**config.mk**
```make
export PLATFORM = sky130hd
export DESIGN_NAME = mcfst_seq
export DESIGN_NICKNAME = d
export VERILOG_FILES = /design/src/rtl/core/mcfst_pkg.sv /design/src/rtl/core/mcfst_seq.sv
export SDC_FILE = /design/constraint.sdc
export NUM_CORES = 1
export LEC_CHECK = 0
export BUFFER_PORTS_ARGS = -buffer_cell sky130_fd_sc_hd__buf_2
export CORE_MARGIN = 2
export CORE_UTILIZATION = 40
export DETAILED_ROUTE_END_ITERATION = 16
export HOLD_SLACK_MARGIN = 0.1
export SLEW_MARGIN = 15
export SYNTH_ARGS = -nofsm -noshare
export SYNTH_HDL_FRONTEND = slang
export SYNTH_SLANG_ARGS = --single-unit
```
**constraint.sdc**
```tcl
create_clock -name clk -period 4.9 [get_ports clk]
set_input_delay 0.735 -clock clk [delete_from_list [all_inputs] [get_ports clk]]
set_output_delay 0.735 -clock clk [all_outputs]
set_load 0.01 [all_outputs]
```
**src/rtl/core/mcfst_pkg.sv**
```systemverilog
// Shared types, constants and the control store of the fixed-step ticker.
package mcfst_pkg;

  localparam int CHANNELS   = 4;
  localparam int CH_W       = 2;
  localparam int STEP_W     = 20;
  localparam int DT_W       = 23;
  localparam int IN_W       = 24;
  localparam int CNT_W      = 24;
  localparam int BLEND_W    = 17;
  localparam int MASK_W     = 4;
  localparam int CFG_IDX_W  = 3;
  localparam int CFG_DATA_W = 20;
  localparam int PC_W       = 4;
  localparam int ITER_W     = 5;

  localparam logic [CH_W-1:0]    CH_LAST     = CH_W'(CHANNELS - 1);
  localparam logic [DT_W-1:0]    HARD_CAP_US = DT_W'(500000);
  localparam logic [BLEND_W-1:0] BLEND_ONE   = BLEND_W'(65536);
  localparam logic [ITER_W-1:0]  ITER_CHAN   = ITER_W'(CNT_W);
  localparam logic [ITER_W-1:0]  ITER_BLEND  = ITER_W'(16);

  localparam logic OP_CLAMPED = 1'b0;
  localparam logic OP_EXACT   = 1'b1;
  localparam logic KIND_CHAN  = 1'b0;
  localparam logic KIND_FINAL = 1'b1;

  typedef enum logic [CFG_IDX_W-1:0] {
    REG_STEP0   = 3'd0,
    REG_STEP1   = 3'd1,
    REG_STEP2   = 3'd2,
    REG_STEP3   = 3'd3,
    REG_ENABLE  = 3'd4,
    REG_LONGEST = 3'd5
  } reg_idx_t;

  typedef enum logic [3:0] {
    ACT_NONE,
    ACT_ACCEPT,
    ACT_DIV_CH,
    ACT_DIV_STEP,
    ACT_EMIT_CH,
    ACT_EMIT_ZERO,
    ACT_NEXT,
    ACT_DIV_BLEND,
    ACT_EMIT_FINAL
  } act_t;

  typedef enum logic [1:0] {
    HOLD_NONE,
    HOLD_IN,
    HOLD_OUT
  } hold_t;

  typedef enum logic [2:0] {
    C_NEVER,
    C_ALWAYS,
    C_CH_OFF,
    C_STEP_ZERO,
    C_DIV_MORE,
    C_CH_MORE,
    C_BEST_ZERO
  } cond_t;

  typedef enum logic [PC_W-1:0] {
    P_IDLE       = 4'd0,
    P_CHECK_EN   = 4'd1,
    P_CHECK_STEP = 4'd2,
    P_DIV_LOAD   = 4'd3,
    P_DIV_RUN    = 4'd4,
    P_EMIT       = 4'd5,
    P_NEXT       = 4'd6,
    P_BLEND_LOAD = 4'd7,
    P_BLEND_RUN  = 4'd8,
    P_FINAL      = 4'd9,
    P_EMIT_ZERO  = 4'd10
  } pc_t;

  typedef struct packed {
    act_t  act;
    hold_t hold;
    cond_t cond;
    pc_t   target;
  } ctrl_word_t;

  typedef struct packed {
    ctrl_word_t word;
    logic       exec;
  } seq_ctl_t;

  typedef struct packed {
    logic ch_off;
    logic step_zero;
    logic div_more;
    logic ch_more;
    logic best_zero;
    logic out_full;
  } stat_t;

  typedef struct packed {
    logic               kind;
    logic [CH_W-1:0]    channel;
    logic [CNT_W-1:0]   fire_count;
    logic [DT_W-1:0]    fire_time_us;
    logic [BLEND_W-1:0] blend_q16;
    logic               last;
  } out_item_t;

  // Control store: the branch is taken when cond holds, else the step counter advances.
  function automatic ctrl_word_t ucode(pc_t pc);
    ctrl_word_t w;
    case (pc)
      P_IDLE:       w = '{ACT_ACCEPT,     HOLD_IN,   C_NEVER,     P_IDLE};
      P_CHECK_EN:   w = '{ACT_NONE,       HOLD_NONE, C_CH_OFF,    P_NEXT};
      P_CHECK_STEP: w = '{ACT_NONE,       HOLD_NONE, C_STEP_ZERO, P_EMIT_ZERO};
      P_DIV_LOAD:   w = '{ACT_DIV_CH,     HOLD_NONE, C_NEVER,     P_IDLE};
      P_DIV_RUN:    w = '{ACT_DIV_STEP,   HOLD_NONE, C_DIV_MORE,  P_DIV_RUN};
      P_EMIT:       w = '{ACT_EMIT_CH,    HOLD_OUT,  C_NEVER,     P_IDLE};
      P_NEXT:       w = '{ACT_NEXT,       HOLD_NONE, C_CH_MORE,   P_CHECK_EN};
      P_BLEND_LOAD: w = '{ACT_DIV_BLEND,  HOLD_NONE, C_BEST_ZERO, P_FINAL};
      P_BLEND_RUN:  w = '{ACT_DIV_STEP,   HOLD_NONE, C_DIV_MORE,  P_BLEND_RUN};
      P_FINAL:      w = '{ACT_EMIT_FINAL, HOLD_OUT,  C_ALWAYS,    P_IDLE};
      P_EMIT_ZERO:  w = '{ACT_EMIT_ZERO,  HOLD_OUT,  C_ALWAYS,    P_NEXT};
      default:      w = '{ACT_NONE,       HOLD_NONE, C_ALWAYS,    P_IDLE};
    endcase
    return w;
  endfunction

endpackage

```
**src/rtl/core/mcfst_seq.sv**
```systemverilog
// Microcode sequencer: step counter, control store lookup, holds and conditional jumps.
module mcfst_seq import mcfst_pkg::*; (
  input  logic     clk,
  input  logic     rst_n,
  input  logic     in_valid,
  input  stat_t    stat,
  output seq_ctl_t ctl
);

  pc_t        pc_r, pc_nxt;
  ctrl_word_t word;
  logic       held;
  logic       taken;

  // output decode
  always_comb begin
    word = ucode(pc_r);
    case (word.hold)
      HOLD_IN:  held = !in_valid;
      HOLD_OUT: held = stat.out_full;
      default:  held = 1'b0;
    endcase
    ctl.word = word;
    ctl.exec = !held;
  end

  // next step
  always_comb begin
    case (word.cond)
      C_ALWAYS:    taken = 1'b1;
      C_CH_OFF:    taken = stat.ch_off;
      C_STEP_ZERO: taken = stat.step_zero;
      C_DIV_MORE:  taken = stat.div_more;
      C_CH_MORE:   taken = stat.ch_more;
      C_BEST_ZERO: taken = stat.best_zero;
      default:     taken = 1'b0;
    endcase
    if (held) begin
      pc_nxt = pc_r;
    end else if (taken) begin
      pc_nxt = word.target;
    end else begin
      pc_nxt = pc_t'(pc_r + 1'b1);
    end
  end

  always_ff @(posedge clk) begin
    if (!rst_n) begin
      pc_r <= P_IDLE;
    end else begin
      pc_r <= pc_nxt;
    end
  end

endmodule

```
==> impl_metrics.env, run 1 <==
export IMPL_status="completed"
export IMPL_post_drt_wl_per_cell_um=14.3
export IMPL_grt_pass1_vias=805
export IMPL_cp_end_kind="flip-flop"
export IMPL_cts_path_max_buffers=2
export IMPL_die_w_um=53.2
export IMPL_synth_main_ff_cell="dfxtp_1"
export IMPL_cts_setup_buffers=0
export IMPL_synth_area_per_cell_um2=9.22
export IMPL_reg2reg_from="word[7]"
export IMPL_fin_crit_sh_pct=54.1
export IMPL_n_antenna_cell=0
export IMPL_path_max_fanout=6
export IMPL_layout_setup_ws_ps=2250
export IMPL_max_vdd_ir_drop_v=0.000428
export IMPL_fin_skew_ps=8.11
export IMPL_ys_warn_count=0
export IMPL_yosys_area_top_type="dfxtp_1"
export IMPL_netlist_area_um2=968
export IMPL_reg2reg_to="word[2]"
export IMPL_cts_sinks=17
export IMPL_drtAntennaViolNets=0
export IMPL_synth_common_cells="dfxtp_1, inv_1, ha_1"
export IMPL_grt_ovfl_total=0
export IMPL_synth_distinct_cells=42
export IMPL_synth_area_leaders="dfxtp_1, ha_1, inv_1"
export IMPL_arrival_ps=2880
export IMPL_async_flop_share_pct=0
export IMPL_grt_setup_unrepaired="false"
export IMPL_hp_start="word[1]"
export IMPL_internal_power_mw=0.424
export IMPL_dp_slack_ps=2040
export IMPL_sw_frac_of_total_pct=46.3
export IMPL_min_period_ps=2650
export IMPL_powerDensity_nw_per_um2=695
export IMPL_cts_buffers_inserted=3
export IMPL_antenna_found_initial=0
export IMPL_htreeDepth=1
export IMPL_insertion_delay_ps=280
export IMPL_tritoncts="built"
export IMPL_hold_end="pc_r[1]"
export IMPL_grt_start_max_net_pins=11
export IMPL_die_area_um2=2830
export IMPL_ios=23
export IMPL_reg2reg_slack_ps=2330
export IMPL_slew_headroom_pct=64.6
export IMPL_yosysTopAreaCellShare_pct=35.1
export IMPL_root_buffer="clkbuf_4"
export IMPL_clk_pin_slew_ps=90
export IMPL_synth_most_common_cell="dfxtp_1"
export IMPL_chipHeight_um=53.2
export IMPL_grt_pass1_wl_um=3540
export IMPL_track_usage_pct=17.6
export IMPL_synth_fp_nets=122
export IMPL_final_max_slew_viol_count=0
export IMPL_syn_to_final_growth_pct=17.3
export IMPL_tns_ps=0
export IMPL_fillCellCount=242
export IMPL_dp_hpwl_um=1800
export IMPL_power_switching_mw=0.365
export IMPL_finalHoldViolations=0
export IMPL_synth_edff_count=0
export IMPL_whs_path_depth=3
export IMPL_leakagePower_nw=0.537
export IMPL_layout_drive_gt1_share_pct=30.0
export IMPL_vias=899
export IMPL_hp_class="flip-flop to flip-flop"
export IMPL_core_um2=2250
export IMPL_setup_viol=0
export IMPL_drt_iter0_markers=29
export IMPL_gp_congestion=0.935
export IMPL_cts_resized=0
export IMPL_maxCapViolCount=0
export IMPL_yosysSeqAreaShare_pct=35.1
export IMPL_ys_ff_latch=17
export IMPL_drc=0
export IMPL_clockPowerShare_pct=8.9
export IMPL_holdBufCountCts=0
export IMPL_seq_power_share_pct=29.1
export IMPL_fp_row_count=17
export IMPL_wirelength_um=2250
export IMPL_rr_worst_depth=10
export IMPL_worstMarginPinSlew_ps=516
export IMPL_port_buffers=22
export IMPL_dr_pass1_iters=4
export IMPL_layout_nets=148
export IMPL_max_clock_freq_mhz=377
export IMPL_netlist_instances=105
export IMPL_comb_power_share_pct=62.0
export IMPL_vias_per_cell=5.69
export IMPL_cp_start_kind="input port"
export IMPL_path_class="input port to flip-flop"
export IMPL_start_util_pct=43.0
export IMPL_required_ps=5130
-- flip-flops by register name, summed over array words and instances, names as in the netlist --
name	cells
pc_r	4
word	13
-- area by class of cell --
type / count / area [µm²] / share of cell area (%)
clock buffers: 4 / 26.3 / 2.31
inverters: 13 / 48.8 / 4.30
multi-input cells: 74 / 576 / 50.7
flip-flops and latches: 17 / 340 / 30.0
well taps: 28 / 35.0 / 3.08
repair buffers: 22 / 110 / 9.69
-- worst max-delay path: stages --
cell	delay (ps)
buf_2	70
and3b_1	170
a31oi_1	300
a311oi_1	150
a311oi_1	360
nand2b_1	300
ha_1	210
inv_1	70
nor4_1	340
a221o_1	160
-- logic make-up (layout without fill, tap and decap cells) --
logic type                 Yosys count  in the layout  synth area share (%)
DFF                                 17             17                  35.1
and+or+nand+nor                     32             32                  19.6
buffers and inverters               14             39                  5.43
AOI/OAI and AO/OA                   31             31                  26.2
muxes                                3              3                  3.23
adders and majority gates            8              8                  10.3
-- per-layer routing --
layer / wire [µm] / global-route usage, %
met2: 1050 / 28.2
met5: 0 / 0
met1: 1040 / 22.4
met4: 31 / 8.97
met3: 136 / 2.82
-- metrics by stage --
stage / util [%] / instance area [µm²] / std cells / total power, mW / hold WS (ps)
finish: 50.4 / 1140 / 158 / 0.790 / 729
global route: 50.4 / 1140 / 158 / 0.857 / 778
CTS: 50.4 / 1140 / 158 / 0.787 / 729
detailed placement: 49.2 / 1110 / 154 / 0.715 / 724
global placement: 49.2 / 1110 / 154 / 0.711 / 715
floorplan: - / 968 / 105 / 0.582 / 677
-- how the worst max path moves through the flow --
stage,slack (ps),cells past startpoint,from,end
5_1_grt,2100,10,stat[1],word[2]
4_1_cts,2330,9,stat[1],word[2]
3_5_place_dp,2040,9,stat[1],word[2]
6_report,2250,10,stat[1],word[2]
2_1_floorplan,2380,8,stat[1],word[9]
3_3_place_gp,2090,9,stat[1],word[9]
-- power by group through the flow --
| stage | clock, mW | combinational [mW] | sequential [mW] |
|---|---|---|---|
| after CTS | 0.0717 | 0.486 | 0.229 |
| after global placement | 0 | 0.481 | 0.230 |
| after detailed placement | 0 | 0.482 | 0.233 |
| final | 0.0700 | 0.490 | 0.230 |
| after floorplan | 0 | 0.337 | 0.245 |
| after global routing | 0.0816 | 0.539 | 0.236 |
-- cells in the final DEF, fill, tap and decap left out, types with 2 or more instances in the layout --
master | Yosys | layout
a211oi_1 | 2 | 2
a21oi_1 | 3 | 3
a21oi_2 | 2 | 2
a221o_1 | 2 | 2
a22o_1 | 2 | 2
a311oi_1 | 3 | 3
a31o_2 | 2 | 2
a31oi_1 | 2 | 2
and2_1 | 2 | 2
and3_1 | 2 | 2
buf_2 | 0 | 22
clkbuf_4 | 0 | 3
dfxtp_1 | 17 | 17
ha_1 | 8 | 8
inv_1 | 11 | 11
inv_2 | 2 | 2
mux2i_1 | 2 | 2
nand2_1 | 5 | 5
nand2b_1 | 4 | 4
nand3_1 | 2 | 2
nand4_1 | 2 | 2
nor2_1 | 5 | 5
nor3_1 | 2 | 2
nor4_1 | 2 | 2
o21ai_0 | 2 | 2
Power figures use the tool's default switching activity.
==> run 2, diff against run 1 <==
ABC_AREA = 1   (was default)
clock period = 2.7 ns   (was 4.9 ns; I/O delays follow)
==> impl_metrics.env, run 2 <==
export IMPL_layout_common_cells="nand2_1, buf_2, dfxtp_1"
export IMPL_max_vdd_ir_drop_v=0.000731
export IMPL_largest_register_ffs=13
export IMPL_ios=23
export IMPL_synth_area_leaders="dfxtp_1, ha_1, nand2_1"
export IMPL_netlist_area_um2=991
export IMPL_grt_start_max_net_pins=12
export IMPL_ys_warn_count=0
export IMPL_async_flop_share_pct=0
export IMPL_slew_headroom_pct=83.7
export IMPL_path_depth=11
export IMPL_yosysTopAreaCellShare_pct=34.3
export IMPL_drt_iter0_markers=11
export IMPL_worstMarginPinSlew_ps=244
export IMPL_crit_slowest_cell="dfxtp_1"
export IMPL_syn_to_final_growth_pct=16.4
export IMPL_arrival_ps=2170
export IMPL_fin_crit_sh_pct=73.2
export IMPL_reg2reg_to="word[2]"
export IMPL_die_w_um=53.8
export IMPL_drtAntennaViolNets=0
export IMPL_drc=0
export IMPL_synth_common_cells="nand2_1, dfxtp_1, inv_1"
export IMPL_maxCapViolCount=0
export IMPL_root_buffer="clkbuf_4"
export IMPL_synth_fp_nets=135
export IMPL_cp_end_kind="flip-flop"
export IMPL_fp_row_count=18
export IMPL_die_area_um2=2890
export IMPL_dp_hpwl_um=1520
export IMPL_insertion_delay_ps=300
export IMPL_stdcell_area_um2=1150
export IMPL_start_util_pct=41.1
export IMPL_grt_ovfl_total=0
export IMPL_track_usage_pct=15.2
export IMPL_crit_path_cell_trace="inv_1 -> ha_1 -> inv_1 -> nand2_4 -> o21ai_0 -> inv_1 -> nand2_1 -> inv_1 -> ha_1 -> nand3_1 -> nand3_1"
export IMPL_grt_pass1_vias=739
export IMPL_yosysSeqAreaShare_pct=34.3
export IMPL_synth_distinct_cells=29
export IMPL_grt_setup_unrepaired="false"
export IMPL_dp_cells=169
export IMPL_netlist_instances=118
export IMPL_synth_edff_count=0
export IMPL_port_buffers=22
export IMPL_path_delay_family="adder cells"
export IMPL_antenna_found_initial=0
export IMPL_reg2reg_slack_ps=720
export IMPL_clk_pin_slew_ps=110
export IMPL_hp_class="input port to flip-flop"
export IMPL_wirelength_um=1930
export IMPL_path_max_fanout=10
export IMPL_leakagePower_nw=0.623
export IMPL_dr_pass1_iters=4
export IMPL_grt_pass1_wl_um=3090
export IMPL_htreeDepth=1
export IMPL_finalHoldViolations=0
export IMPL_crit_end="word[2]"
export IMPL_cp_start_kind="flip-flop"
export IMPL_dpl_cell_area_um2=1120
export IMPL_status="completed"
export IMPL_cts_sinks=17
export IMPL_tritoncts="built"
export IMPL_chipHeight_um=53.8
export IMPL_timing_hold_ws_ps=487
export IMPL_powerDensity_nw_per_um2=1420
export IMPL_worst_path_buf_inv=4
export IMPL_crit_start="word[7]"
export IMPL_design_power_total_mw=1.64
export IMPL_layout_nets=161
export IMPL_vias=830
export IMPL_cpPeakStageDelay_ps=370
export IMPL_yosys_area_top_type="dfxtp_1"
export IMPL_cts_setup_buffers=0
export IMPL_final_max_slew_viol_count=0
export IMPL_fin_skew_ps=3.92
export IMPL_synth_most_common_cell="nand2_1"
export IMPL_tns_ps=0
export IMPL_cts_buffers_inserted=3
export IMPL_path_common_cell="inv_1"
export IMPL_gp_congestion=0.911
export IMPL_final_cell_count_no_fill=173
export IMPL_required_ps=2890
export IMPL_cts_path_max_buffers=2
export IMPL_post_drt_wl_per_cell_um=11.2
export IMPL_max_clock_freq_mhz=506
export IMPL_vias_per_cell=4.80
export IMPL_path_class="flip-flop to flip-flop"
export IMPL_synth_area_per_cell_um2=8.40
export IMPL_holdBufCountCts=0
export IMPL_reg2reg_from="word[7]"
export IMPL_synth_main_ff_cell="dfxtp_1"
export IMPL_cts_resized=0
export IMPL_core_um2=2410
export IMPL_layout_drive_gt1_share_pct=37.1
export IMPL_ys_ff_latch=17
export IMPL_min_period_ps=1980
export IMPL_n_antenna_cell=0
export IMPL_rr_worst_depth=11
export IMPL_setup_viol=0
run 2: worst min-delay path by stage:
stage,cells after the start,to,start,slack [ps]
global route,3,word[9],rst_n,480
global placement,4,pc_r[1],word[1],660
CTS,3,word[9],rst_n,470
floorplan,2,word[9],rst_n,580
detailed placement,4,pc_r[1],word[1],660
finish,3,word[9],rst_n,490
run 2: per-layer routing:
| layer | GRT usage, % | part of all wire, % | up-vias |
|---|---|---|---|
| met2 | 24.8 | 48 | 18 |
| met5 | 0 | 0 | - |
| met1 | 17.7 | 47 | 380 |
| li1 | - | - | 430 |
| met4 | 5.56 | 0.78 | 0 |
| met3 | 6.11 | 4.3 | 2 |
run 2: per-stage QoR:
step,setup slack (ps),util (%)
after floorplan,850,-
after global placement,771,46.6
after detailed placement,717,46.6
after CTS,685,47.9
after global routing,497,47.9
final,724,47.9
run 2: cells by family after synthesis:
kind of cell,count (synthesis),share of synthesized area [%]
XOR/XNOR,2,1.77
buffers and inverters,20,9.22
AO/OA/AOI/OAI,9,6.57
flip-flops,17,34.3
AND/OR/NAND/NOR,62,38.0
adder cells (fa/ha/maj),8,10.1
run 2: worst register-to-register path, stage by stage, from the launching register on:
cell and delay, ps:
dfxtp_1 370, inv_1 50, ha_1 280, inv_1 110, nand2_4 110, o21ai_0 160
inv_1 50, nand2_1 200, inv_1 120, ha_1 250, nand3_1 90, nand3_1 90
run 2: cell type report:
cell class                 instances  area (µm²)
tap                               30        37.5
fill                             238        1260
sequential                        17         340
inverter                          19        76.3
multi-input combinational         81         559
clock inverter                     1        7.51
timing repair buffer              22         110
clock buffer                       3        22.5
run 2: where the power goes:
part           leakage [nW]  total [mW]  internal [mW]  switching (mW)
logic                 0.468        1.06          0.380           0.681
clock network        0.0139       0.146         0.0564          0.0898
registers             0.141       0.431          0.367          0.0642
