**src/rtl/core/mcfst_pkg.sv**
```systemverilog
// Shared types, constants and the control store of the fixed-step ticker.
package mcfst_pkg;

  localparam int CHANNELS   = 4;
  localparam int CH_W       = 2;
  localparam int STEP_W     = 20;
  localparam int DT_W       = 23;
  localparam int IN_W       = 24;
  localparam int CNT_W      = 24;
  localparam int BLEND_W    = 17;
  localparam int MASK_W     = 4;
  localparam int CFG_IDX_W  = 3;
  localparam int CFG_DATA_W = 20;
  localparam int PC_W       = 4;
  localparam int ITER_W     = 5;

  localparam logic [CH_W-1:0]    CH_LAST     = CH_W'(CHANNELS - 1);
  localparam logic [DT_W-1:0]    HARD_CAP_US = DT_W'(500000);
  localparam logic [BLEND_W-1:0] BLEND_ONE   = BLEND_W'(65536);
  localparam logic [ITER_W-1:0]  ITER_CHAN   = ITER_W'(CNT_W);
  localparam logic [ITER_W-1:0]  ITER_BLEND  = ITER_W'(16);

  localparam logic OP_CLAMPED = 1'b0;
  localparam logic OP_EXACT   = 1'b1;
  localparam logic KIND_CHAN  = 1'b0;
  localparam logic KIND_FINAL = 1'b1;

  typedef enum logic [CFG_IDX_W-1:0] {
    REG_STEP0   = 3'd0,
    REG_STEP1   = 3'd1,
    REG_STEP2   = 3'd2,
    REG_STEP3   = 3'd3,
    REG_ENABLE  = 3'd4,
    REG_LONGEST = 3'd5
  } reg_idx_t;

  typedef enum logic [3:0] {
    ACT_NONE,
    ACT_ACCEPT,
    ACT_DIV_CH,
    ACT_DIV_STEP,
    ACT_EMIT_CH,
    ACT_EMIT_ZERO,
    ACT_NEXT,
    ACT_DIV_BLEND,
    ACT_EMIT_FINAL
  } act_t;

  typedef enum logic [1:0] {
    HOLD_NONE,
    HOLD_IN,
    HOLD_OUT
  } hold_t;

  typedef enum logic [2:0] {
    C_NEVER,
    C_ALWAYS,
    C_CH_OFF,
    C_STEP_ZERO,
    C_DIV_MORE,
    C_CH_MORE,
    C_BEST_ZERO
  } cond_t;

  typedef enum logic [PC_W-1:0] {
    P_IDLE       = 4'd0,
    P_CHECK_EN   = 4'd1,
    P_CHECK_STEP = 4'd2,
    P_DIV_LOAD   = 4'd3,
    P_DIV_RUN    = 4'd4,
    P_EMIT       = 4'd5,
    P_NEXT       = 4'd6,
    P_BLEND_LOAD = 4'd7,
    P_BLEND_RUN  = 4'd8,
    P_FINAL      = 4'd9,
    P_EMIT_ZERO  = 4'd10
  } pc_t;

  typedef struct packed {
    act_t  act;
    hold_t hold;
    cond_t cond;
    pc_t   target;
  } ctrl_word_t;

  typedef struct packed {
    ctrl_word_t word;
    logic       exec;
  } seq_ctl_t;

  typedef struct packed {
    logic ch_off;
    logic step_zero;
    logic div_more;
    logic ch_more;
    logic best_zero;
    logic out_full;
  } stat_t;

  typedef struct packed {
    logic               kind;
    logic [CH_W-1:0]    channel;
    logic [CNT_W-1:0]   fire_count;
    logic [DT_W-1:0]    fire_time_us;
    logic [BLEND_W-1:0] blend_q16;
    logic               last;
  } out_item_t;

  // Control store: the branch is taken when cond holds, else the step counter advances.
  function automatic ctrl_word_t ucode(pc_t pc);
    ctrl_word_t w;
    case (pc)
      P_IDLE:       w = '{ACT_ACCEPT,     HOLD_IN,   C_NEVER,     P_IDLE};
      P_CHECK_EN:   w = '{ACT_NONE,       HOLD_NONE, C_CH_OFF,    P_NEXT};
      P_CHECK_STEP: w = '{ACT_NONE,       HOLD_NONE, C_STEP_ZERO, P_EMIT_ZERO};
      P_DIV_LOAD:   w = '{ACT_DIV_CH,     HOLD_NONE, C_NEVER,     P_IDLE};
      P_DIV_RUN:    w = '{ACT_DIV_STEP,   HOLD_NONE, C_DIV_MORE,  P_DIV_RUN};
      P_EMIT:       w = '{ACT_EMIT_CH,    HOLD_OUT,  C_NEVER,     P_IDLE};
      P_NEXT:       w = '{ACT_NEXT,       HOLD_NONE, C_CH_MORE,   P_CHECK_EN};
      P_BLEND_LOAD: w = '{ACT_DIV_BLEND,  HOLD_NONE, C_BEST_ZERO, P_FINAL};
      P_BLEND_RUN:  w = '{ACT_DIV_STEP,   HOLD_NONE, C_DIV_MORE,  P_BLEND_RUN};
      P_FINAL:      w = '{ACT_EMIT_FINAL, HOLD_OUT,  C_ALWAYS,    P_IDLE};
      P_EMIT_ZERO:  w = '{ACT_EMIT_ZERO,  HOLD_OUT,  C_ALWAYS,    P_NEXT};
      default:      w = '{ACT_NONE,       HOLD_NONE, C_ALWAYS,    P_IDLE};
    endcase
    return w;
  endfunction

endpackage

```
**src/rtl/core/mcfst_div.sv**
```systemverilog
// Restoring divider, one quotient bit per cycle while iterate is high, with a preloadable partial remainder.
module mcfst_div import mcfst_pkg::*; (
  input  logic              clk,
  input  logic              rst_n,
  input  logic              load,
  input  logic              iterate,
  input  logic [STEP_W-1:0] load_rem,
  input  logic [CNT_W-1:0]  load_dvd,
  input  logic [STEP_W-1:0] load_div,
  input  logic [ITER_W-1:0] load_iter,
  output logic [CNT_W-1:0]  quo,
  output logic [STEP_W-1:0] rem,
  output logic              more
);

  logic [STEP_W-1:0] rem_r, rem_nxt;
  logic [CNT_W-1:0]  dvd_r, dvd_nxt;
  logic [CNT_W-1:0]  quo_r, quo_nxt;
  logic [STEP_W-1:0] div_r, div_nxt;
  logic [ITER_W-1:0] iter_r, iter_nxt;
  logic [STEP_W:0]   trial;
  logic [STEP_W:0]   diff;
  logic              fits;

  always_comb begin
    trial = {rem_r, dvd_r[CNT_W-1]};
    diff  = trial - {1'b0, div_r};
    fits  = trial >= {1'b0, div_r};
  end

  always_comb begin
    rem_nxt  = rem_r;
    dvd_nxt  = dvd_r;
    quo_nxt  = quo_r;
    div_nxt  = div_r;
    iter_nxt = iter_r;
    if (load) begin
      rem_nxt  = load_rem;
      dvd_nxt  = load_dvd;
      quo_nxt  = '0;
      div_nxt  = load_div;
      iter_nxt = load_iter;
    end else if (iterate) begin
      // a trial that does not fit is below the divisor, so it stays within the remainder width
      rem_nxt  = fits ? diff[STEP_W-1:0] : trial[STEP_W-1:0];
      dvd_nxt  = {dvd_r[CNT_W-2:0], 1'b0};
      quo_nxt  = {quo_r[CNT_W-2:0], fits};
      iter_nxt = iter_r - 1'b1;
    end
  end

  always_ff @(posedge clk) begin
    rem_r <= rem_nxt;
    dvd_r <= dvd_nxt;
    quo_r <= quo_nxt;
    div_r <= div_nxt;
    if (!rst_n) begin
      iter_r <= '0;
    end else begin
      iter_r <= iter_nxt;
    end
  end

  assign quo  = quo_r;
  assign rem  = rem_r;
  assign more = iter_r != ITER_W'(1);

endmodule

```
**src/rtl/core/mcfst_dp.sv**
```systemverilog
// Datapath: registers, time conditioning, accumulators, divider and the report register.
module mcfst_dp import mcfst_pkg::*; (
  input  logic                   clk,
  input  logic                   rst_n,
  input  seq_ctl_t               ctl,
  input  logic                   in_operation,
  input  logic signed [IN_W-1:0] in_elapsed_us,
  input  logic                   cfg_we,
  input  logic [CFG_IDX_W-1:0]   cfg_idx,
  input  logic [CFG_DATA_W-1:0]  cfg_wdata,
  input  logic                   out_ready,
  output logic                   out_valid,
  output out_item_t              out_item,
  output stat_t                  stat
);

  logic [STEP_W-1:0] step_r [CHANNELS];
  logic [MASK_W-1:0] enable_r;
  logic [STEP_W-1:0] longest_r;
  logic [STEP_W-1:0] acc_r [CHANNELS];
  logic [STEP_W-1:0] acc_nxt [CHANNELS];
  logic [DT_W-1:0]   dt_r, dt_nxt;
  logic [CH_W-1:0]   ch_r, ch_nxt;
  logic [STEP_W-1:0] best_step_r, best_step_nxt;
  logic [STEP_W-1:0] best_acc_r, best_acc_nxt;
  out_item_t         out_r, out_nxt;
  logic              out_valid_r, out_valid_nxt;

  logic [DT_W-1:0]   dt_pos;
  logic [DT_W-1:0]   max_dt;
  logic [DT_W-1:0]   dt_soft;
  logic [DT_W-1:0]   dt_cap;
  logic [DT_W-1:0]   dt_in;
  logic [STEP_W-1:0] step_cur;
  logic [CNT_W-1:0]  sum;
  logic [BLEND_W-1:0] blend;

  logic              div_load;
  logic              div_iter;
  logic [STEP_W-1:0] div_load_rem;
  logic [CNT_W-1:0]  div_load_dvd;
  logic [STEP_W-1:0] div_load_div;
  logic [ITER_W-1:0] div_load_iter;
  logic [CNT_W-1:0]  div_quo;
  logic [STEP_W-1:0] div_rem;
  logic              div_more;

  // time conditioning: negatives to zero, then catch-up and hard caps in clamped mode
  always_comb begin
    dt_pos  = in_elapsed_us[IN_W-1] ? '0 : in_elapsed_us[DT_W-1:0];
    max_dt  = DT_W'({longest_r, 2'b00}) + DT_W'(longest_r);
    dt_soft = (max_dt != '0 && dt_pos > max_dt) ? max_dt : dt_pos;
    dt_cap  = (dt_soft > HARD_CAP_US) ? HARD_CAP_US : dt_soft;
    dt_in   = (in_operation == OP_EXACT) ? dt_pos : dt_cap;
  end

  always_comb begin
    step_cur = step_r[ch_r];
    sum      = CNT_W'(acc_r[ch_r]) + CNT_W'(dt_r);
    if (best_step_r == '0) begin
      blend = '0;
    end else if (div_quo > CNT_W'(BLEND_ONE)) begin
      blend = BLEND_ONE;
    end else begin
      blend = div_quo[BLEND_W-1:0];
    end
  end

  always_comb begin
    div_load      = ctl.exec && (ctl.word.act == ACT_DIV_CH || ctl.word.act == ACT_DIV_BLEND);
    div_iter      = ctl.exec && ctl.word.act == ACT_DIV_STEP;
    if (ctl.word.act == ACT_DIV_BLEND) begin
      // resume from the remainder and shift in sixteen fraction bits
      div_load_rem  = best_acc_r;
      div_load_dvd  = '0;
      div_load_div  = best_step_r;
      div_load_iter = ITER_BLEND;
    end else begin
      div_load_rem  = '0;
      div_load_dvd  = sum;
      div_load_div  = step_cur;
      div_load_iter = ITER_CHAN;
    end
  end

  mcfst_div u_div (
    .clk       (clk),
    .rst_n     (rst_n),
    .load      (div_load),
    .iterate   (div_iter),
    .load_rem  (div_load_rem),
    .load_dvd  (div_load_dvd),
    .load_div  (div_load_div),
    .load_iter (div_load_iter),
    .quo       (div_quo),
    .rem       (div_rem),
    .more      (div_more)
  );

  always_comb begin
    acc_nxt       = acc_r;
    dt_nxt        = dt_r;
    ch_nxt        = ch_r;
    best_step_nxt = best_step_r;
    best_acc_nxt  = best_acc_r;
    out_nxt       = out_r;
    out_valid_nxt = out_valid_r && !out_ready;
    if (ctl.exec) begin
      case (ctl.word.act)
        ACT_ACCEPT: begin
          dt_nxt        = dt_in;
          ch_nxt        = '0;
          best_step_nxt = '0;
          best_acc_nxt  = '0;
        end
        ACT_EMIT_CH: begin
          acc_nxt[ch_r] = div_rem;
          if (step_cur > best_step_r) begin
            best_step_nxt = step_cur;
            best_acc_nxt  = div_rem;
          end
          out_nxt       = '{KIND_CHAN, ch_r, div_quo, DT_W'(step_cur), '0, 1'b0};
          out_valid_nxt = 1'b1;
        end
        ACT_EMIT_ZERO: begin
          out_nxt       = '{KIND_CHAN, ch_r, CNT_W'(1), dt_r, '0, 1'b0};
          out_valid_nxt = 1'b1;
        end
        ACT_NEXT: begin
          // hold on the last channel so the index never wraps
          if (ch_r != CH_LAST) begin
            ch_nxt = ch_r + 1'b1;
          end
        end
        ACT_EMIT_FINAL: begin
          out_nxt       = '{KIND_FINAL, '0, '0, '0, blend, 1'b1};
          out_valid_nxt = 1'b1;
        end
        default: begin
        end
      endcase
    end
  end

  always_ff @(posedge clk) begin
    dt_r       <= dt_nxt;
    best_acc_r <= best_acc_nxt;
    out_r      <= out_nxt;
    if (!rst_n) begin
      for (int i = 0; i < CHANNELS; i++) begin
        step_r[i] <= '0;
        acc_r[i]  <= '0;
      end
      enable_r    <= '0;
      longest_r   <= '0;
      ch_r        <= '0;
      best_step_r <= '0;
      out_valid_r <= 1'b0;
    end else begin
      acc_r       <= acc_nxt;
      ch_r        <= ch_nxt;
      best_step_r <= best_step_nxt;
      out_valid_r <= out_valid_nxt;
      if (cfg_we) begin
        case (cfg_idx)
          REG_STEP0:   step_r[0] <= cfg_wdata[STEP_W-1:0];
          REG_STEP1:   step_r[1] <= cfg_wdata[STEP_W-1:0];
          REG_STEP2:   step_r[2] <= cfg_wdata[STEP_W-1:0];
          REG_STEP3:   step_r[3] <= cfg_wdata[STEP_W-1:0];
          REG_ENABLE:  enable_r  <= cfg_wdata[MASK_W-1:0];
          REG_LONGEST: longest_r <= cfg_wdata[STEP_W-1:0];
          default: begin
          end
        endcase
      end
    end
  end

  always_comb begin
    stat.ch_off    = !enable_r[ch_r];
    stat.step_zero = step_cur == '0;
    stat.div_more  = div_more;
    stat.ch_more   = ch_r != CH_LAST;
    stat.best_zero = best_step_r == '0;
    stat.out_full  = out_valid_r && !out_ready;
  end

  assign out_valid = out_valid_r;
  assign out_item  = out_r;

`ifndef SYNTH
  a_rem_below_step: assert property (@(posedge clk) disable iff (!rst_n)
    (ctl.exec && ctl.word.act == ACT_EMIT_CH) |-> (div_rem < step_cur))
    else $error("accumulator remainder not below channel step");

  a_final_after_sweep: assert property (@(posedge clk) disable iff (!rst_n)
    (ctl.exec && ctl.word.act == ACT_EMIT_FINAL) |-> (ch_r == CH_LAST))
    else $error("final report before all channels were visited");

  a_no_overwrite: assert property (@(posedge clk) disable iff (!rst_n)
    (ctl.exec && (ctl.word.act == ACT_EMIT_CH || ctl.word.act == ACT_EMIT_ZERO ||
                  ctl.word.act == ACT_EMIT_FINAL)) |-> (!out_valid_r || out_ready))
    else $error("report register loaded while a transaction is pending");

  a_blend_range: assert property (@(posedge clk) disable iff (!rst_n)
    (out_valid_r && out_r.kind == KIND_FINAL) |-> (out_r.blend_q16 <= BLEND_ONE && out_r.last))
    else $error("final report blend out of range or not marked last");
`endif

endmodule
```
**config.mk**
```make
export PLATFORM = sky130hd
export DESIGN_NAME = mcfst_dp
export DESIGN_NICKNAME = d
export VERILOG_FILES = /design/src/rtl/core/mcfst_pkg.sv /design/src/rtl/core/mcfst_div.sv /design/src/rtl/core/mcfst_dp.sv
export SDC_FILE = /design/constraint.sdc
export NUM_CORES = 1
export LEC_CHECK = 0
export ABC_CLOCK_PERIOD_IN_PS = 16050
export BUFFER_PORTS_ARGS = -buffer_cell sky130_fd_sc_hd__buf_4
export CAP_MARGIN = 15
export CELL_PAD_IN_SITES_DETAIL_PLACEMENT = 0
export CELL_PAD_IN_SITES_GLOBAL_PLACEMENT = 2
export CORE_MARGIN = 2
export CORE_UTILIZATION = 43
export CTS_CLUSTER_DIAMETER = 50
export CTS_CLUSTER_SIZE = 14
export DETAILED_ROUTE_END_ITERATION = 10
export PLACE_DENSITY_LB_ADDON = 0.1
export SETUP_SLACK_MARGIN = 0.5
export SKIP_CTS_REPAIR_TIMING = 1
export SLEW_MARGIN = 15
export SYNTH_ARGS = -nofsm -noshare
export SYNTH_HDL_FRONTEND = slang
export SYNTH_SLANG_ARGS = --single-unit
```
**constraint.sdc**
```tcl
create_clock -name clk -period 16.05 [get_ports clk]
set_clock_uncertainty 0.15 [all_clocks]
set_input_delay 4.0125 -clock clk [delete_from_list [all_inputs] [get_ports clk]]
set_output_delay 4.0125 -clock clk [all_outputs]
set_load 0.005 [all_outputs]
```
==> reports/qor.yml <==
run_status:
  status: "finished clean"
clock_tree:
  cts-root-buf: "clkbuf_16"
  cts_buffers: 49
  cts_tree: "yes"
  cts.sinks: 412
  clk_pin_slew_ns: 0.06
  htreeDepth: 2
  clk_latency_ns: 0.60
  clock_tree.buffer_depth: 3
synthesis:
  synth_top_area_cell: "edfxtp_1"
  syn_nets: 2259
  synth_cell_types: 77
  synth_seq_area_share: 0.500
  synth-async-reset-ratio: 0
  syn_avg_cell_area_sq_um: 10.4
  netlist_area_sq_um: 21600
  synth_edf_count: 254
  netlist_instances: 2083
  synth_top_area_frac: 0.353
  synth_area_leaders: "edfxtp_1 35%, dfxtp_1 15%, nand2_1 6.5%, ha_1 6.2%, mux4_2 4.3%"
  synth-seq-cells: 412
  yosys_warnings: 0
  ys.flop_type: "edfxtp_1"
power:
  p_total_mw: 2.51
  seqPwrFrac: 0.468
  p_int_mw: 1.87
  power.density_nw_per_um2: 101
  combPwrFrac: 0.086
  p_sw_mw: 0.637
  p_leak_nw: 9.42
  swShare: 0.254
  clkPwrFrac: 0.446
  ir_drop_v: 0.0000735
setup_path:
  cp.required_ns: 11.89
  critPathKind: "in2out"
  startpoint_type: "input port"
  critPathArrivalTime_ns: 4.39
  rr_startpoint: "longest_r[0]"
  path_common_cell: "buf_4"
  cp_cell_sequence: "buf_4 > nor2b_1 > buf_4"
  critPathMaxFanout: 2
  end_kind: "output pin"
  startpoint: "out_ready"
  max_stage_delay_ns: 0.14
  crit_slowest_cell: "nor2b_1"
detailed_routing:
  dr.pass1.iters: 7
  wirelength_mm: 61.0
  vias: 15800
  via_per_inst: 5.46
  postRouteAntennaNets: 0
  drc: 0
  drtIter0Drc: 1106
  wl_per_cell_um: 21.1
final_layout:
  num_antenna_cells: 0
  area_growth_syn_to_layout_pct: 15.6
  drive_gt1_frac: 0.142
  nFillCells: 4662
  fin_nets: 2358
  final_core_util: 0.500
  finish.instance_area_sq_um: 24900
floorplan:
  die_w_um: 228
  num_rows: 82
  core_area_sq_um: 49900
  start_util: 0.433
  die_y_um: 228
  ios: 141
  die_area_sq_um: 52000
place:
  dpl_cell_area_sq_um: 23300
  portBuffers: 131
  place.gp.congestion: 0.875
  place_hpwl_mm: 42.4
timing:
  setup_viol: 0
  period_minus_slack_ns: 8.56
  max_freq_mhz: 117
  fin_crit_sh: 0.533
  report.final.slew_viol_count: 0
  tightest_slew_ns: 1.18
  rsz0062_at_grt: "no"
  tns_ns: 0
  slew_headroom: 0.208
  hold-worst-slack_ns: 0.314
  hold_violations: 0
global_routing:
  grt_antenna_before_repair: 0
  grt_pass1_vias: 15500
  grt_max_degree: 106
  grt_use_total: 0.232
  grt_pass1_wl_mm: 93.1
  grt_overflow: 0
worst_hold_path:
  min_path_type: "reg2reg"
  hold_start: "acc_r[45]"
run:
  maxCapViolations: 0
==> per-stage QoR <==
step | setup slack, ns | std cells
after floorplan | 7.01 | 2083
after global placement | 7.50 | 2803
after detailed placement | 7.49 | 2803
after CTS | 7.49 | 2894
after global routing | 7.44 | 2894
final | 7.49 | 2894
==> critical path: cells and delay by family <==
kind / cells / cell delay (ns)
buf+inv: 2 / 0.24
simple gates: 1 / 0.14
==> power by group through the flow <==
stage	Clock, mW	Combinational, mW	Sequential (mW)
after global routing	1.18	0.237	1.18
after global placement	0	0.213	1.20
after CTS	1.14	0.216	1.17
after floorplan	0	0.136	1.19
after detailed placement	0	0.215	1.20
final	1.12	0.215	1.17
==> state kept, by name, indices dropped and copies added (netlist names), named ones only <==
name	count
u_div.iter_r	5
u_div.rem	20
acc_r	80
u_div.quo	24
dt_r	23
longest_r	20
step_r	80
u_div.dvd_r	24
best_step_r	20
best_acc_r	20
enable_r	4
out_valid	1
u_div.div_r	20
out_item	67
ch_r	2
==> cell usage in the layout (no fill, tap or decap), types with 49 or more instances in the layout <==
master / count
nand2_1: 371
o21ai_0: 102
and2_1: 134
clkbuf_16: 49
dfxtp_1: 157
nor2_1: 89
inv_1: 87
buf_4: 158
edfxtp_1: 254
a21boi_0: 104
ha_1: 107
a21oi_1: 55
==> logic make-up (layout without fill, tap and decap cells) <==
family,after synthesis,in the layout,share of synthesized area
mux,82,82,0.0619
flops,412,412,0.500
compound gates,443,443,0.143
xor+xnor,47,47,0.0191
fa+ha+maj,110,110,0.0648
buf+inv,197,336,0.0352
simple gates,792,792,0.176
==> layer usage <==
| layer | track usage | routed length [um] | vias up |
|---|---|---|---|
| met5 | 0 | 0 | - |
| met4 | 0.0688 | 1660 | 0 |
| met3 | 0.0318 | 2810 | 86 |
| met2 | 0.381 | 29100 | 339 |
| met1 | 0.320 | 27500 | 7666 |
| li1 | - | - | 7708 |
==> worst paths after layout <==
kind,slack (ns),endpoint,cells after the start
max,7.49,stat[0],3
min,0.31,acc_r[45],2
max reg2reg,9.92,dt_r[14],21
min reg2reg,0.31,acc_r[45],2
==> cells in the mapped netlist, drive strengths merged, types with 26 or more instances <==
cell type  count
a21oi         58
xnor2         28
nand3         26
nor2b         28
edfxtp       254
ha           107
dfxtp        158
nand2        371
clkbuf       102
inv           87
a21o          31
and2         134
a22o          44
and3          26
a21boi       104
nor2          91
mux2i         39
o21ai        106
mux4          41
==> final cells by class <==
cell class | instances | area, sq um | area share
tap | 672 | 841 | 0.0337
clock inverter | 36 | 392 | 0.0157
inverter | 87 | 327 | 0.0131
clock buffer | 55 | 1250 | 0.0501
timing repair buffer | 158 | 1190 | 0.0475
multi-input combinational | 1474 | 10200 | 0.407
sequential | 412 | 10800 | 0.433
(Power assumes the default switching activity.)
